===== src/rtl/swd_pkg.sv =====
`default_nettype none
// ----------------------------------------------------------------------------
// swd_pkg
// Shared types and constants of the serial wire debug transfer engine.
// ----------------------------------------------------------------------------
package swd_pkg;

	localparam int DATA_BITS   = 32;
	localparam int HEADER_BITS = 8;
	localparam int REQ_W       = 4;
	// wide enough for the longest phase, including the largest 8-bit idle setting
	localparam int COUNT_W     = 8;
	localparam int QUEUE_DEPTH = 4;

	localparam int S_TDATA_W = 40;
	localparam int M_TDATA_W = 40;

	localparam int CFG_INDEX_W = 2;
	localparam int CFG_DATA_W  = 16;

	// configuration register indexes
	localparam logic [CFG_INDEX_W-1:0] REG_TURNAROUND = 2'd0;
	localparam logic [CFG_INDEX_W-1:0] REG_DATA_ON_WAIT = 2'd1;
	localparam logic [CFG_INDEX_W-1:0] REG_IDLE_CYCLES = 2'd2;
	localparam logic [CFG_INDEX_W-1:0] REG_RETRY_LIMIT = 2'd3;

	// acknowledge codes
	localparam logic [2:0] ACK_NONE   = 3'd0;
	localparam logic [2:0] ACK_OK     = 3'd1;
	localparam logic [2:0] ACK_WAIT   = 3'd2;
	localparam logic [2:0] ACK_FAULT  = 3'd4;
	localparam logic [2:0] ACK_PARITY = 3'd7;

	typedef enum logic {
		KIND_START = 1'b0,
		KIND_TICK  = 1'b1
	} item_kind_t;

	// classified item as it travels through the queue
	typedef struct packed {
		item_kind_t                 kind;
		logic [REQ_W-1:0]           req;      // bit0 ap, bit1 read, bits 3:2 address
		logic [HEADER_BITS-1:0]     hdr;
		logic [DATA_BITS-1:0]       wdata;
		logic                       line_in;
	} swd_item_t;

	typedef struct packed {
		logic                 clock_pulse;
		logic                 line_out;
		logic                 line_drive;
		logic                 done_res;
		logic [2:0]           ack_code;
		logic [DATA_BITS-1:0] read_data;
		logic                 parity_error;
	} swd_result_t;

	typedef struct packed {
		logic [2:0]  turnaround_cycles;
		logic        data_phase_on_wait;
		logic [7:0]  idle_cycles;
		logic [15:0] wait_retry_limit;
	} swd_cfg_t;

endpackage
`default_nettype wire


===== src/rtl/swd_front.sv =====
`default_nettype none
// ----------------------------------------------------------------------------
// swd_front
// Accepts stream items, builds the request header and queues the items.
// ----------------------------------------------------------------------------
module swd_front #(
	parameter int DEPTH = swd_pkg::QUEUE_DEPTH
) (
	input  wire logic                          clk,
	input  wire logic                          arst_n,
	input  wire logic                          s_tvalid,
	output logic                               s_tready,
	// ap_access, read_access, reg_addr[1:0], write_data[31:0], line_in, zero pad
	input  wire logic [swd_pkg::S_TDATA_W-1:0] s_tdata,
	// action
	input  wire logic                          s_tuser,
	output logic                               item_valid,
	input  wire logic                          item_ready,
	output swd_pkg::swd_item_t                 item
);
	import swd_pkg::*;

	localparam int PTR_W = (DEPTH > 1) ? $clog2(DEPTH) : 1;
	localparam int CNT_W = $clog2(DEPTH + 1);

	swd_item_t         queue_q [DEPTH];
	logic [PTR_W-1:0]  wr_ptr_q;
	logic [PTR_W-1:0]  rd_ptr_q;
	logic [CNT_W-1:0]  cnt_q;
	swd_item_t         new_item;
	logic              push;
	logic              pop;
	logic [REQ_W-1:0]  req;
	logic              hdr_par;

	// request bits and header parity over those four bits only
	assign req     = {s_tdata[3:2], s_tdata[1], s_tdata[0]};
	assign hdr_par = ^req;

	always_comb begin
		new_item.kind    = item_kind_t'(s_tuser);
		new_item.req     = req;
		new_item.hdr     = {1'b1, 1'b0, hdr_par, req, 1'b1};
		new_item.wdata   = s_tdata[35:4];
		new_item.line_in = s_tdata[36];
	end

	assign s_tready   = (cnt_q != CNT_W'(DEPTH));
	assign item_valid = (cnt_q != '0);
	assign item       = queue_q[rd_ptr_q];
	assign push       = s_tvalid && s_tready;
	assign pop        = item_valid && item_ready;

	always_ff @(posedge clk) begin
		if (push) begin
			queue_q[wr_ptr_q] <= new_item;
		end
	end

	always_ff @(posedge clk or negedge arst_n) begin
		if (!arst_n) begin
			wr_ptr_q <= '0;
			rd_ptr_q <= '0;
			cnt_q    <= '0;
		end else begin
			if (push) begin
				wr_ptr_q <= (wr_ptr_q == PTR_W'(DEPTH - 1)) ? '0 : wr_ptr_q + 1'b1;
			end
			if (pop) begin
				rd_ptr_q <= (rd_ptr_q == PTR_W'(DEPTH - 1)) ? '0 : rd_ptr_q + 1'b1;
			end
			if (push && !pop) begin
				cnt_q <= cnt_q + 1'b1;
			end else if (pop && !push) begin
				cnt_q <= cnt_q - 1'b1;
			end
		end
	end

endmodule
`default_nettype wire


===== src/rtl/swd_back.sv =====
`default_nettype none
// ----------------------------------------------------------------------------
// swd_back
// Line sequencer: runs header, turnaround, acknowledge, data, back-off,
// error and idle phases one line cycle per tick, and registers the result.
// ----------------------------------------------------------------------------
module swd_back (
	input  wire logic                            clk,
	input  wire logic                            arst_n,
	input  wire logic                            cfg_valid,
	input  wire logic [swd_pkg::CFG_INDEX_W-1:0] cfg_index,
	input  wire logic [swd_pkg::CFG_DATA_W-1:0]  cfg_data,
	input  wire logic                            item_valid,
	output logic                                 item_ready,
	input  wire swd_pkg::swd_item_t              item,
	output logic                                 res_valid,
	input  wire logic                            res_ready,
	output swd_pkg::swd_result_t                 res
);
	import swd_pkg::*;

	typedef enum logic [3:0] {
		PH_IDLE,
		PH_HDR,
		PH_TRNA,
		PH_ACK,
		PH_RDATA,
		PH_RPAR,
		PH_RTRN,
		PH_WTRN,
		PH_WDATA,
		PH_WPAR,
		PH_IDLECYC,
		PH_BOREAD,
		PH_BOTRN,
		PH_BOWRITE,
		PH_ERR
	} phase_t;

	localparam logic [COUNT_W-1:0] LEN_HDR  = COUNT_W'(HEADER_BITS);
	localparam logic [COUNT_W-1:0] LEN_DATA = COUNT_W'(DATA_BITS);
	localparam logic [COUNT_W-1:0] LEN_DPAR = COUNT_W'(DATA_BITS + 1);
	localparam logic [COUNT_W-1:0] LEN_ACK  = COUNT_W'(3);
	localparam logic [COUNT_W-1:0] LEN_ONE  = COUNT_W'(1);

	swd_cfg_t               cfg_q;
	phase_t                 phase_q, phase_n;
	logic [COUNT_W-1:0]     count_q, count_n;
	logic [DATA_BITS-1:0]   shift_q, shift_n;
	logic [DATA_BITS-1:0]   held_q, held_n;
	logic [REQ_W-1:0]       req_q, req_n;
	logic [HEADER_BITS-1:0] hdr_q, hdr_n;
	logic [2:0]             ack_q, ack_n;
	logic                   par_q, par_n;
	logic [15:0]            att_q, att_n;
	logic                   res_valid_q;
	swd_result_t            res_q, res_n;

	logic                   take;
	logic                   is_rd;
	logic                   tc_nz;
	logic [COUNT_W-1:0]     tc_len;
	logic [COUNT_W-1:0]     count_dec;
	logic [15:0]            att_inc;
	logic                   bo_start, bw_chain, retry_chk, idle_chain, fin;

	assign take       = item_valid && (!res_valid_q || res_ready);
	assign item_ready = take;
	assign res_valid  = res_valid_q;
	assign res        = res_q;

	assign is_rd     = req_q[1];
	assign tc_nz     = (cfg_q.turnaround_cycles != '0);
	assign tc_len    = COUNT_W'(cfg_q.turnaround_cycles);
	assign count_dec = count_q - 1'b1;
	assign att_inc   = (att_q != 16'hFFFF) ? att_q + 16'd1 : att_q;

	always_comb begin
		phase_n    = phase_q;
		count_n    = count_q;
		shift_n    = shift_q;
		held_n     = held_q;
		req_n      = req_q;
		hdr_n      = hdr_q;
		ack_n      = ack_q;
		par_n      = par_q;
		att_n      = att_q;
		res_n      = '0;
		bo_start   = 1'b0;
		bw_chain   = 1'b0;
		retry_chk  = 1'b0;
		idle_chain = 1'b0;
		fin        = 1'b0;

		if (item.kind == KIND_START) begin
			req_n   = item.req;
			hdr_n   = item.hdr;
			held_n  = item.wdata;
			shift_n = item.wdata;
			att_n   = '0;
			par_n   = 1'b0;
			ack_n   = ACK_NONE;
			if (cfg_q.wait_retry_limit == '0) begin
				phase_n       = PH_IDLE;
				count_n       = '0;
				res_n.done_res = 1'b1;
			end else begin
				phase_n = PH_HDR;
				count_n = LEN_HDR;
			end
		end else if (phase_q != PH_IDLE && count_q != '0) begin
			res_n.clock_pulse = 1'b1;
			case (phase_q)
				PH_HDR: begin
					res_n.line_out   = hdr_q[0];
					res_n.line_drive = 1'b1;
					// rotate so the header is back in place for a retry
					hdr_n            = {hdr_q[0], hdr_q[HEADER_BITS-1:1]};
				end
				PH_ACK: begin
					ack_n = {item.line_in, ack_q[2:1]};
				end
				PH_RDATA: begin
					shift_n = {item.line_in, shift_q[DATA_BITS-1:1]};
					par_n   = par_q ^ item.line_in;
				end
				PH_RPAR: begin
					par_n = par_q ^ item.line_in;
				end
				PH_WDATA: begin
					res_n.line_out   = shift_q[0];
					res_n.line_drive = 1'b1;
					par_n            = par_q ^ shift_q[0];
					shift_n          = {1'b0, shift_q[DATA_BITS-1:1]};
				end
				PH_WPAR: begin
					res_n.line_out   = par_q;
					res_n.line_drive = 1'b1;
				end
				PH_IDLECYC, PH_BOWRITE: begin
					res_n.line_drive = 1'b1;
				end
				default: begin
				end
			endcase

			count_n = count_dec;
			if (count_dec == '0) begin
				// pick the next phase, skipping those of zero length
				case (phase_q)
					PH_HDR: begin
						phase_n = tc_nz ? PH_TRNA : PH_ACK;
						count_n = tc_nz ? tc_len : LEN_ACK;
					end
					PH_TRNA: begin
						phase_n = PH_ACK;
						count_n = LEN_ACK;
					end
					PH_ACK: begin
						if (ack_n == ACK_OK) begin
							if (is_rd) begin
								phase_n = PH_RDATA;
								count_n = LEN_DATA;
							end else begin
								phase_n = tc_nz ? PH_WTRN : PH_WDATA;
								count_n = tc_nz ? tc_len : LEN_DATA;
							end
						end else if (ack_n == ACK_WAIT || ack_n == ACK_FAULT) begin
							bo_start = 1'b1;
						end else begin
							phase_n = PH_ERR;
							count_n = tc_len + LEN_DPAR;
						end
					end
					PH_RDATA: begin
						phase_n = PH_RPAR;
						count_n = LEN_ONE;
					end
					PH_RPAR: begin
						if (tc_nz) begin
							phase_n = PH_RTRN;
							count_n = tc_len;
						end else begin
							idle_chain = 1'b1;
						end
					end
					PH_RTRN, PH_WPAR: begin
						idle_chain = 1'b1;
					end
					PH_WTRN: begin
						phase_n = PH_WDATA;
						count_n = LEN_DATA;
					end
					PH_WDATA: begin
						phase_n = PH_WPAR;
						count_n = LEN_ONE;
					end
					PH_BOREAD: begin
						if (tc_nz) begin
							phase_n = PH_BOTRN;
							count_n = tc_len;
						end else begin
							bw_chain = 1'b1;
						end
					end
					PH_BOTRN: begin
						bw_chain = 1'b1;
					end
					PH_BOWRITE: begin
						retry_chk = 1'b1;
					end
					default: begin
						fin = 1'b1;
					end
				endcase

				if (bo_start) begin
					if (cfg_q.data_phase_on_wait && is_rd) begin
						phase_n = PH_BOREAD;
						count_n = LEN_DPAR;
					end else if (tc_nz) begin
						phase_n = PH_BOTRN;
						count_n = tc_len;
					end else begin
						bw_chain = 1'b1;
					end
				end
				if (bw_chain) begin
					if (cfg_q.data_phase_on_wait && !is_rd) begin
						phase_n = PH_BOWRITE;
						count_n = LEN_DPAR;
					end else begin
						retry_chk = 1'b1;
					end
				end
				if (retry_chk) begin
					if (ack_n == ACK_WAIT) begin
						att_n = att_inc;
						if (att_inc < cfg_q.wait_retry_limit) begin
							phase_n = PH_HDR;
							count_n = LEN_HDR;
							shift_n = held_q;
							par_n   = 1'b0;
							ack_n   = ACK_NONE;
						end else begin
							fin = 1'b1;
						end
					end else begin
						fin = 1'b1;
					end
				end
				if (idle_chain) begin
					if (cfg_q.idle_cycles != '0) begin
						phase_n = PH_IDLECYC;
						count_n = COUNT_W'(cfg_q.idle_cycles);
					end else begin
						fin = 1'b1;
					end
				end

				if (fin) begin
					phase_n        = PH_IDLE;
					count_n        = '0;
					res_n.done_res = 1'b1;
					if (ack_n == ACK_OK) begin
						if (is_rd && par_n) begin
							res_n.ack_code     = ACK_PARITY;
							res_n.parity_error = 1'b1;
						end else begin
							res_n.ack_code  = ACK_OK;
							res_n.read_data = is_rd ? shift_n : '0;
						end
					end else begin
						res_n.ack_code = ack_n;
					end
				end
			end
		end else begin
			phase_n = PH_IDLE;
			count_n = '0;
		end
	end

	always_ff @(posedge clk or negedge arst_n) begin
		if (!arst_n) begin
			cfg_q.turnaround_cycles  <= 3'd1;
			cfg_q.data_phase_on_wait <= 1'b0;
			cfg_q.idle_cycles        <= 8'd0;
			cfg_q.wait_retry_limit   <= 16'd100;
			phase_q                  <= PH_IDLE;
			count_q                  <= '0;
			res_valid_q              <= 1'b0;
		end else begin
			if (cfg_valid) begin
				case (cfg_index)
					REG_TURNAROUND:   cfg_q.turnaround_cycles  <= cfg_data[2:0];
					REG_DATA_ON_WAIT: cfg_q.data_phase_on_wait <= cfg_data[0];
					REG_IDLE_CYCLES:  cfg_q.idle_cycles        <= cfg_data[7:0];
					REG_RETRY_LIMIT:  cfg_q.wait_retry_limit   <= cfg_data[15:0];
					default: begin
					end
				endcase
			end
			if (take) begin
				phase_q     <= phase_n;
				count_q     <= count_n;
				res_valid_q <= 1'b1;
			end else if (res_ready) begin
				res_valid_q <= 1'b0;
			end
		end
	end

	always_ff @(posedge clk) begin
		if (take) begin
			shift_q <= shift_n;
			held_q  <= held_n;
			req_q   <= req_n;
			hdr_q   <= hdr_n;
			ack_q   <= ack_n;
			par_q   <= par_n;
			att_q   <= att_n;
			res_q   <= res_n;
		end
	end

endmodule
`default_nettype wire


===== src/rtl/swd_transfer_engine.sv =====
`default_nettype none
// ----------------------------------------------------------------------------
// swd_transfer_engine
// Serial wire debug master that carries out one register access per start.
// ----------------------------------------------------------------------------
// Every accepted item gives exactly one result. A start item latches the
// request and write word; each tick item is one line clock cycle and reports
// clock, level and drive of the data line, with done on the last cycle of the
// whole transfer, retries included. The front queues up to QUEUE_DEPTH items;
// the sequencer takes one item per clock while its output register is free
// or read, placing the result there; items stream at one per clock when no
// side stalls, via queue and output register. The user must write registers
// via cfg port only while no transfer is in flight; the block does not check.
module swd_transfer_engine #(
	parameter int QUEUE_DEPTH = swd_pkg::QUEUE_DEPTH
) (
	input  wire logic                            clk,
	input  wire logic                            arst_n,
	input  wire logic                            s_tvalid,
	output logic                                 s_tready,
	// ap_access, read_access, reg_addr[1:0], write_data[31:0], line_in, zero pad
	input  wire logic [swd_pkg::S_TDATA_W-1:0]   s_tdata,
	// action
	input  wire logic                            s_tuser,
	output logic                                 m_tvalid,
	input  wire logic                            m_tready,
	// clock_pulse, line_out, line_drive, ack_code[2:0], read_data[31:0],
	// parity_error, zero pad
	output logic [swd_pkg::M_TDATA_W-1:0]        m_tdata,
	// done_res
	output logic                                 m_tlast,
	input  wire logic                            cfg_valid,
	output logic                                 cfg_ready,
	input  wire logic [swd_pkg::CFG_INDEX_W-1:0] cfg_index,
	input  wire logic [swd_pkg::CFG_DATA_W-1:0]  cfg_data
);
	import swd_pkg::*;

	swd_item_t   item;
	logic        item_valid;
	logic        item_ready;
	swd_result_t res;

	assign cfg_ready = 1'b1;

	swd_front #(
		.DEPTH(QUEUE_DEPTH)
	) u_front (
		.clk        (clk),
		.arst_n     (arst_n),
		.s_tvalid   (s_tvalid),
		.s_tready   (s_tready),
		.s_tdata    (s_tdata),
		.s_tuser    (s_tuser),
		.item_valid (item_valid),
		.item_ready (item_ready),
		.item       (item)
	);

	swd_back u_back (
		.clk        (clk),
		.arst_n     (arst_n),
		.cfg_valid  (cfg_valid),
		.cfg_index  (cfg_index),
		.cfg_data   (cfg_data),
		.item_valid (item_valid),
		.item_ready (item_ready),
		.item       (item),
		.res_valid  (m_tvalid),
		.res_ready  (m_tready),
		.res        (res)
	);

	assign m_tdata = {1'b0, res.parity_error, res.read_data, res.ack_code,
		res.line_drive, res.line_out, res.clock_pulse};
	assign m_tlast = res.done_res;

endmodule
`default_nettype wire

===== config.mk =====
export PLATFORM = sky130hd
export DESIGN_NAME = swd_transfer_engine
export DESIGN_NICKNAME = d
export VERILOG_FILES = /design/src/rtl/swd_pkg.sv /design/src/rtl/swd_front.sv /design/src/rtl/swd_back.sv /design/src/rtl/swd_transfer_engine.sv
export SDC_FILE = /design/constraint.sdc
export NUM_CORES = 1
export LEC_CHECK = 0
export BUFFER_PORTS_ARGS = -buffer_cell sky130_fd_sc_hd__buf_2
export CORE_UTILIZATION = 55
export CTS_CLUSTER_DIAMETER = 40
export DETAILED_ROUTE_END_ITERATION = 12
export PLACE_DENSITY = 0.87
export RECOVER_POWER = 25
export SETUP_SLACK_MARGIN = 0.05
export SYNTH_ARGS = -nofsm -noshare
export SYNTH_HDL_FRONTEND = slang
export SYNTH_SLANG_ARGS = --single-unit

===== constraint.sdc =====
create_clock -name clk -period 4.9 [get_ports clk]
set_clock_uncertainty 0.1 [all_clocks]
set_input_delay 0.245 -clock clk [delete_from_list [all_inputs] [get_ports clk]]
set_output_delay 0.245 -clock clk [all_outputs]
set_load 0.05 [all_outputs]

### Yosys cells after proc, flatten, opt, wreduce, memory -nomap -nowiden

Memories as Yosys holds them, arrays and structs flattened.
Cells that the tools add are included.

| operators by class | value |
|---|---|
| bitwise logic cells | 8 |
| reduce and logical (&&, ||, !) cells | 45 |
| add/sub/neg operators | 7 |
| eq/ne operators | 30 |
| mux-type cells | 140 |
| $lt $le $gt $ge | 1 |

Operator list:

| operator | number |
|---|---|
| two-way mux 32 bit | 8 |
| two-way mux 8 bit | 23 |
| two-way mux 4 bit | 24 |
| two-way mux 16 bit | 5 |
| two-way mux 37 bit | 2 |
| case mux 32 bit (2 select lines) | 1 |
| two-way mux 1 bit | 49 |
| two-way mux 3 bit | 16 |
| case mux 8 bit (6 select lines) | 1 |
| two-way mux 40 bit | 1 |
| two-way mux 33 bit | 1 |
| case mux 4 bit (8 select lines) | 1 |
| equality test 4 bit (second input constant) | 6 |
| adder 16 x 1 -> 16 bit (second input constant) | 1 |
| equality test 4 x 3 -> 1 bit (second input constant) | 4 |
| zero test 16 bit | 1 |
| < comparator 16 bit | 1 |
| != test 16 bit (second input constant) | 1 |
| AND reduction 2 bit | 8 |
| nonzero test 8 bit | 2 |
| two-way mux 6 bit | 2 |
| OR reduction 12 bit | 1 |
| != test 2 bit (second input constant) | 5 |
| AND reduction 5 bit | 2 |
| other kinds (32) | 65 |

| word-level totals | value |
|---|---|
| RAM bits | 172 |
| memories kept | 1 |
| bits in registers | 182 |
| output and inout port bits | 44 |
| input bits | 64 |
| word-level logic and storage cells | 256 |

Memory list:

| memory | words | width | rd ports | clocked after Yosys merged registers in | write ports | RTL line | text |
|---|---|---|---|---|---|---|---|
| u_front.queue_q | 4 | 43 | 1 | 0 | 1 | swd_front.sv:26 | `swd_item_t queue_q [DEPTH];` |

### Longest topological paths before layout

Gate-level depths: netlist of the first run.

| logic depth | value |
|---|---|
| depth after elaboration | 31 |
| depth in mapped cells | 18 |
| gate-level depth less buffers | 15 |

### Modules after synthesis

From an unflattened synthesis of the first run, not the netlist that was laid out.

| unflattened totals | value |
|---|---|
| cell total of the unflattened synthesis | 1182 |
| area, all modules | 16305.6 um^2 |

By module, submodules not included:

| module | area an instance (um^2) | times used | sequential area each (um^2) | cells each |
|---|---|---|---|---|
| swd_back | 10143.5 | 1 | 5024.8 | 926 |
| swd_front | 6139.6 | 1 | 4859.7 | 252 |
| swd_transfer_engine | 22.5 | 1 | 0.0 | 4 |

### Worst setup path before layout of the first run

OpenSTA, ideal clock, no wires.

| timing path | value |
|---|---|
| path kind | reg-to-reg |
| from | register u_back.res_valid_q, in the netlist u_back.res_valid |
| to | register u_back.att_q[0] (enable) |
| period minus slack after synthesis | 4702 ps |
| data required time | 4364 ps |
| setup time | 436 ps |
| stages on the path, launching flop included | 6 |
| arrival time | 4166 ps |
| path buffers | 1 |
| setup slack | 198 ps |
| cells stage by stage | dfrtp_1 -> a21o_1 -> inv_1 -> clkbuf_1 -> nand2_1 -> o41ai_1 |

| on the way | value |
|---|---|
| word-level cells in the longest chain between the ends | 4 |

Ends and longest elaborated chain:

| what | RTL line | text |
|---|---|---|
| start, declared | swd_back.sv:56 | `logic res_valid_q;` |
| start signal, assigned | swd_back.sv:292 | `res_valid_q <= 1'b0;` |
| start signal, assigned | swd_back.sv:307 | `res_valid_q <= 1'b1;` |
| start signal, assigned | swd_back.sv:309 | `res_valid_q <= 1'b0;` |
| zero test 1 bit | swd_back.sv:67 | `assign take = item_valid && (!res_valid_q \|\| res_ready);` |
| logical OR 1 bit | swd_back.sv:67 |  |
| logical AND 1 bit | swd_back.sv:67 |  |
| net item_ready | swd_transfer_engine.sv:41 | `logic item_ready;` |
| AND reduction 5 bit (no source line) | -- |  |
| end signal, assigned | swd_back.sv:322 | `att_q <= att_n;` |
| end, declared | swd_back.sv:55 | `logic [15:0] att_q, att_n;` |

The timed path passes the listed nets, and every way through them passes these cells.
A chain may end at the register's enable or synchronous reset.

### Worst setup path in the final report of the first run

| timing path | value |
|---|---|
| from | register u_back.att_q[4] |
| to | register u_back.shift_q[13] (data pin) |

| on the way | value |
|---|---|
| word-level cells in the longest chain between the ends | 9 |
| elaborated cells between the ends (all ways) | 10 |
| those cells by class | add/sub: 1; order compare: 1; eq/ne: 1; mux: 7 |

Ends and longest elaborated chain:

| what | RTL line | text |
|---|---|---|
| adder 16 x 1 -> 16 bit or != test 16 bit (tied branches) | swd_back.sv:76 | `assign att_inc = (att_q != 16'hFFFF) ? att_q + 16'd1 : att_q;` |
| two-way mux 16 bit * | swd_back.sv:76 |  |
| net u_back.att_inc[11] | swd_back.sv:64 | `logic [15:0] att_inc;` |
| < comparator 16 bit * | swd_back.sv:239 | `if (att_inc < cfg_q.wait_retry_limit) begin` |
| two-way mux 32 bit * | swd_back.sv:239 |  |
| two-way mux 32 bit * | swd_back.sv:237 | `if (ack_n == ACK_WAIT) begin` |
| two-way mux 32 bit * | swd_back.sv:236 | `if (retry_chk) begin` |
| two-way mux 32 bit * | swd_back.sv:148 | `if (count_dec == '0) begin` |
| two-way mux 32 bit * | swd_back.sv:111 | `end else if (phase_q != PH_IDLE && count_q != '0) begin` |
| two-way mux 32 bit * | swd_back.sv:95 | `if (item.kind == KIND_START) begin` |
| net u_back.shift_n[13] | swd_back.sv:49 | `logic [DATA_BITS-1:0] shift_q, shift_n;` |
| end signal, assigned | swd_back.sv:316 | `shift_q <= shift_n;` |
| end, declared | swd_back.sv:49 |  |

Mark *: on every way through the listed nets, which the timed path passes. The rest lies on a longest branch. The select of a mux whose other input is x is not followed.

==> results of run 1 <==
-- per-stage QoR --
stage	power (mW)	worst slack [ns]	util, %	cell area (um^2)	std cells
after floorplan	7.33	0.198	-	16000	1198
after global placement	8.25	0.550	59.1	16900	1643
after global routing	12.1	0.123	65.9	18900	1779
final	11.6	0.341	65.9	18900	1779
after detailed placement	8.47	0.422	59.1	16900	1643
after CTS	11.6	0.397	66.0	18900	1779
-- power by group --
group	leakage, nW	switching (mW)	total [mW]	internal, mW
sequential	3.30	0.511	4.78	4.27
clock	0.688	1.29	3.03	1.74
combinational	2.77	2.42	3.76	1.34
-- how the worst max path moves through the flow --
stage,start,end,depth (start not counted)
3_5_place_dp,u_back.att_q[4],u_back.res[3],14
6_report,u_back.att_q[4],u_back.shift_q[13],14
2_1_floorplan,u_back.res_valid,u_back.att_q[0],5
5_1_grt,u_back.att_q[4],u_back.shift_q[13],14
3_3_place_gp,u_back.att_q[4],u_back.res[9],14
4_1_cts,u_back.att_q[4],u_back.res[13],14
-- cells in the final DEF (no fill, tap or decap), drive strengths merged, types with 6 or more instances in the layout --
| cell type | n |
|---|---|
| edfxtp | 289 |
| nand2 | 161 |
| buf | 89 |
| clkbuf | 85 |
| o21ai | 71 |
| mux2 | 62 |
| a21oi | 61 |
| dlygate4sd3 | 58 |
| inv | 49 |
| dfrtp | 44 |
| mux4 | 38 |
| nor2 | 38 |
| mux2i | 34 |
| ha | 27 |
| nor3 | 25 |
| nand3 | 22 |
| and2 | 20 |
| xnor2 | 17 |
| clkinv | 17 |
| nand4 | 12 |
| nand2b | 11 |
| nor4 | 10 |
| nor2b | 9 |
| a31oi | 8 |
| a21o | 7 |
| xor2 | 7 |
| a22oi | 7 |
| o21a | 6 |
| or3 | 6 |
| or2 | 6 |
| o31ai | 6 |
-- logic make-up (layout without fill, tap and decap cells) --
| kind of cell | after synthesis | in the layout |
|---|---|---|
| multiplexers | 134 | 134 |
| other | 2 | 2 |
| buffers and inverters | 105 | 302 |
| flip-flops | 337 | 337 |
| adder cells (fa/ha/maj) | 28 | 28 |
| AO/OA/AOI/OAI | 223 | 223 |
| AND/OR/NAND/NOR | 345 | 345 |
| XOR/XNOR | 24 | 24 |
-- metal layers --
layer	routed length (um)	up-vias	global-route usage, %
li1	-	4891	-
met1	15200	5362	34.1
met2	18800	559	43.9
met3	2720	104	3.73
met4	1430	0	11.2
met5	0	-	0
-- flip-flops by register name, summed over array words and instances, names as in the netlist --
signal and flops:
u_back.shift_q 32, u_back.held_q 32, u_back.res 40, u_back.hdr_q 8
u_front.rd_ptr_q 2, u_back.count_q 8, u_back.ack_q 3, u_back.par_q 1
u_back.res_valid 1, u_back.req_q 1, u_back.phase_q 4, u_front.cnt_q 3
u_back.att_q 16, u_back.cfg_q 28, u_front.queue_q 156, u_front.wr_ptr_q 2
-- cell type report --
type	instances	area share [%]
well taps	384	2.55
clock buffers	46	5.65
multi-input cells	756	30.1
clock inverters	32	1.79
inverters	38	0.756
flip-flops and latches	337	52.4
repair buffers	186	6.70
-- worst register-to-register path: stages, from the launching register on --
cell      delay, ns
edfxtp_1       0.44
nand4_1        0.23
or4_1          0.70
and2_1         0.25
nand3_1        0.10
xnor2_1        0.15
ha_1           0.28
a21oi_1        0.14
o21ai_0        0.13
a221oi_1       0.41
nand4b_2       0.28
nor3_2         0.25
buf_12         0.29
mux2i_1        0.28
o21ai_0        0.17
==> impl_results.md, run 1 <==
- WP data required: between 4 and 5 ns
- Synthesized instance count: about 1200
- Slew HR: ~25%
- Final slew viol count: 0
- Routed length per placed instance: roughly 21 um
- CTS tree: built
- Clock root buffer: clkbuf_16
- Die area: 29700 um^2
- Clk Latency, worst-skew pair: ~0.56 ns
- Routability congestion estimate: roughly 1.0
- Synth top cells by count: 289 x edfxtp_1, 161 x nand2_1, 62 x mux2_2, 60 x o21ai_0, 52 x clkbuf_1
- Critical R2R Launch: u_back.att_q[4]
- Worst Path Arrival: approximately 4.7 ns
- H-tree depth: 2
- Hold_buf cts: 58
- Post-synthesis cell type count: between 70 and 80
- Cell area after synthesis: around 16000 um^2
- Commonest register cell after synthesis: edfxtp_1
- Synth Area in Compound Gates: around a tenth
- Synthesized net count: 1290
- Worst Hold Class: primary input to flip-flop
- Flops & latches, synth: around 340
- Setup TNS: 0 ns
- Final hold viol count: 0
- Largest delay share family, worst path: simple AND/OR/NAND/NOR gates
- Filler Cell Count: 1967
- Largest net degree at the start of global routing: 77
- P&R area growth vs syn: 18.0%
- Nature of the critical path endpoint: flip-flop
- Storage cell area: a little under 10000 um^2
- Initial DRC Count: 1189
- Final worst path period share: 93.0%
- Worst reg-to-reg setup slack: 0.34 ns
- Mux cell area share after synthesis: 11.9%
- R2R cell count: 14
- Core Region: 28600 um^2
- Die W: around 170 um
- Final min period: about 4.6 ns
- Post-DP HPWL: approximately 24000 um
- Number of flops mapped to enable cells by yosys: around 290
- WHS: 0.0235 ns
- # diodes: 0
- Ys async rst share: between 10% and 20%
- CTS buffer count: 42
- Remaining DRCs: 0
- CTS Buffer Depth: 3
- Max-cap violations: 0
- Sequential-to-total area share from yosys stat: 61.9%
- Resized cells post-CTS: 0
- Slowest cell on the critical path: or4_1
- Largest cells by area after synthesis: edfxtp_1 54%, dfrtp_1 6.9%, mux4_2 5.4%
- Critical path buffers and inverters: 1
- Ordered list of cells on the worst path: nand4_1 > or4_1 > and2_1 > nand3_1 > xnor2_1 > ha_1 > a21oi_1 > o21ai_0 > a221oi_1 > nand4b_2 > nor3_2 > buf_12 > mux2i_1 > o21ai_0
- Status: finished clean
- Row count: between 60 and 70
- Routed vias: 10916
- Final WL: about 38000 um
- Post-synth top area share: between 50 and 60%
- Initial Utilization: 55.8%
- Leakage: 6.76 nW
- RSZ-0062 raised after global routing: no
- Top-count cell post-synth: edfxtp_1
- Total gr overflow: 0
- Type of the worst setup path: flip-flop to flip-flop
- Global-route wire length before repair: 59000 um
- Max incr delay on CP: roughly 0.70 ns
- Worst Hold Endpoint: u_back.cfg_q[25]
- Post-synth top area cell: edfxtp_1
- Adder and majority cell fraction of the synthesized area: under 10%
- Average cell area after synthesis: 13.3 um^2
- Multi-input gate area: between 5000 and 6000 um^2
- Initial antenna violation count: 0
- Layout cells sized above 1: 22.6%
- Min-Delay Startpoint: cfg_index[0]
- CP Launch Type: flip-flop
- Via density: 6.14
- XOR/XNOR share of the synthesized area: 1.32%
- Hold depth: 4
- # Post-CTS Setup Buffers: 0
- Worst-Margin Slew: around 1.1 ns
- IO buf count: 102
- Worst VDD drop: ~0.43 mV
- Fin nets: 1453
- Total GRT Usage: a little over a quarter
- RR Endpoint: u_back.shift_q[13]
- Synth warn: 0
- Final setup vio count: 0
- Crit Path Max Fanout: 34
- Simple-gate area share of the yosys netlist: 10.4%
- Vias in the first global route: approximately 11000
- Boundary pin count: 108
- P per Cell Area: just over 600 nW/um^2
- Final ANT Viol Nets: 0
- Clk sink count: ~340
- CTS clk-pin slew, worst paths: around 0.05 ns
- Max frequency: 219 MHz
- Vert. Die Dim: approximately 170 um
- CP dominant cell by count: o21ai_0
- Largest family of logic cells by synthesized area: multiplexers
- DR pass1 iterations: 6
(Power assumes the default switching activity.)
==> inputs of run 2 (changes only) <==
REMOVE_ABC_BUFFERS = 1   (was unset)
==> run 2 against run 1 <==
  * The run now ends with capacitance limit, slew limit left
  * Sequential share of layout area is 0.40 points lower
  * Wire length is 5.9% higher
  * Critical path depth stayed put
  * Global-route usage is 1.7 points higher
  * Register-to-register slack better by 0.06 ns
  * Combinational power hardly changed
  * Sequential power hardly changed
  * Non-clock buffer count stayed put
  * Fmax is 1.4% higher
  * Final cell count hardly changed
  * Power is 3.1% higher
  * Largest power group unchanged
  * Highest routed layer unchanged
==> impl_results.md, run 2 (synthesis gave the netlist of run 1 again) <==
- Slew HR: -76.4%
- Worst setup margin: a little over 0.4 ns
- Place WS: about 0.36 ns
- CP Launch Type: flip-flop
- Sw power: 4.24 mW
- Sequential share of power: 40.3%
- Worst Hold Class: primary input to flip-flop
- Die W: about 170 um
- Initial Utilization: 55.8%
- Leakage: 6.81 nW
- Clock power frac: approximately 28%
- Boundary pin count: 108
- IO buf count: around 100
- Final worst path period share: between 90% and 100%
- Type of the worst setup path: flip-flop to flip-flop
- Int Power: a little under 8 mW
- Final hold viol count: 0
- Status: finished, violations left
- Setup TNS: 0 ns
- Routed vias: 11088
- Via density: 6.23
- CTS buffer count: 44
- Final ANT Viol Nets: 0
- Max-cap violations: 1
- Final WL: 40500 um
- Initial DRC Count: around 1200
- Critical Path Start: u_back.att_q[4]
- DR pass1 iterations: 6
- Register with the most flip-flops: u_front.queue_q
- Failing checks: capacitance limit, slew limit
- Core Region: ~29000 um^2
- H-tree depth: 2
- Total gr overflow: 0
- Vias in the first global route: about 11000
- Commonest cells after routing, fill and taps aside: 289 x edfxtp_1, 161 x nand2_1, 62 x mux2_2
- Die area: slightly below 30000 um^2
- Worst reg-to-reg setup slack: between 0.4 and 0.5 ns
- Worst-Margin Slew: about 2.6 ns
- Global-route wire length before repair: ~62000 um
- Clk Latency, worst-skew pair: roughly 0.55 ns
- Switching part of the total: 35.5%
- Clock root buffer: clkbuf_16
- CTS tree: built
- Worst VDD drop: approximately 0.46 mV
- Initial antenna violation count: 0
- Gate power share: a little under a third
- # diodes: 0
- P per Cell Area: approximately 630 nW/um^2
- RR Endpoint: u_back.res[12]
- Cell Area, Placed: between 15000 and 20000 um^2
- Crit path to: u_back.res[12]
- Filler Cell Count: approximately 1900
- R2R cell count: 14
- RSZ-0062 raised after global routing: no
- WP data required: a little over 5 ns
- Nature of the critical path endpoint: flip-flop
- Final instance area: around 19000 um^2
- Row count: 62
- Critical R2R Launch: u_back.att_q[4]
- CTS clk-pin slew, worst paths: ~0.07 ns
- Worst Path Arrival: 4.76 ns
- Largest net degree at the start of global routing: 77
- Final slew viol count: between 40 and 50
- Routability congestion estimate: ~0.93
- Final min period: 4.50 ns
- Routed length per placed instance: approximately 23 um
- Post-DP HPWL: 24200 um
- Fin nets: 1455
- Max reg flops: around 160
- CTS Buffer Depth: 3
- Clk sink count: roughly 340
- Remaining DRCs: 0
- Vert. Die Dim: 172 um
- Commonest non-fill, non-tap cell in the layout: edfxtp_1
- Layout cells sized above 1: about 22%
- P&R area growth vs syn: 19.0%
- Final setup vio count: 0
- Total GRT Usage: around 28%
- Crit Path Max Fanout: 10
- Max frequency: roughly 220 MHz
## run 2: timing repair
action | in CTS | in global routing
hold endpoints to repair | 225 | 0
setup buffers | 0 | 0
resized for setup | 0 | 2
setup endpoints to repair | 0 | 24
hold buffers | 58 | 0
## run 2: per-stage QoR
stage	utilization (%)	total power, mW	hold slack [ns]	std cells
floorplan	-	7.30	-0.151	1131
CTS	66.5	11.9	0.00906	1780
detailed placement	59.1	8.46	0.360	1643
global placement	59.1	8.24	0.355	1643
finish	66.4	11.9	0.0135	1780
global route	66.4	12.5	0.0235	1780
## run 2: routing by layer
metal | track usage [%] | vias to the layer above | share of wire [%]
met4 | 13.7 | 0 | 4.0
met5 | 0 | - | 0
met3 | 5.04 | 134 | 7.5
met1 | 36.0 | 5489 | 39
li1 | - | 4884 | -
met2 | 45.4 | 581 | 49
## run 2: worst min-delay path by stage
stage            startpoint                     to  slack [ns]  depth (start not counted)
2_1_floorplan        arst_n        u_back.cfg_q[0]       -0.15                          0
3_3_place_gp     s_tdata[8]  u_front.queue_q[3][5]        0.35                          1
3_5_place_dp    s_tdata[36]  u_front.queue_q[0][0]        0.36                          1
4_1_cts        cfg_index[0]       u_back.cfg_q[25]       0.009                          3
5_1_grt        cfg_index[0]       u_back.cfg_q[24]        0.02                          3
6_report       cfg_index[0]       u_back.cfg_q[25]        0.01                          3
## run 2: layout make-up
cell class | count | area, um^2 | share of cell area (%)
Clock buffer | 52 | 1190 | 6.28
Sequential cell | 337 | 9890 | 52.0
Multi-Input combinational cell | 756 | 5690 | 30.0
Tap cell | 384 | 480 | 2.53
Clock inverter | 27 | 367 | 1.93
Inverter | 38 | 143 | 0.751
Timing Repair Buffer | 186 | 1240 | 6.53
## run 2: worst max-delay path: stages, from the launching register on
cell and delay (ns):
edfxtp_1 0.44, nand4_1 0.26, or4_4 0.65, and2_1 0.22, nand3_1 0.10, xnor2_1 0.14
ha_1 0.27, a21oi_1 0.15, o21ai_0 0.13, a221oi_2 0.32, nand4b_2 0.26, nand2b_4 0.22
a2111o_2 0.59, buf_4 0.27, a21oi_2 0.20
## run 2: power by group through the flow
| stage | logic, mW | clock network (mW) | registers [mW] |
|---|---|---|---|
| 2_1_floorplan | 2.27 | 0 | 5.03 |
| 3_3_place_gp | 3.48 | 0 | 4.75 |
| 3_5_place_dp | 3.65 | 0 | 4.81 |
| 4_1_cts | 3.73 | 3.38 | 4.78 |
| 5_1_grt | 4.07 | 3.51 | 4.89 |
| 6_report | 3.77 | 3.36 | 4.81 |
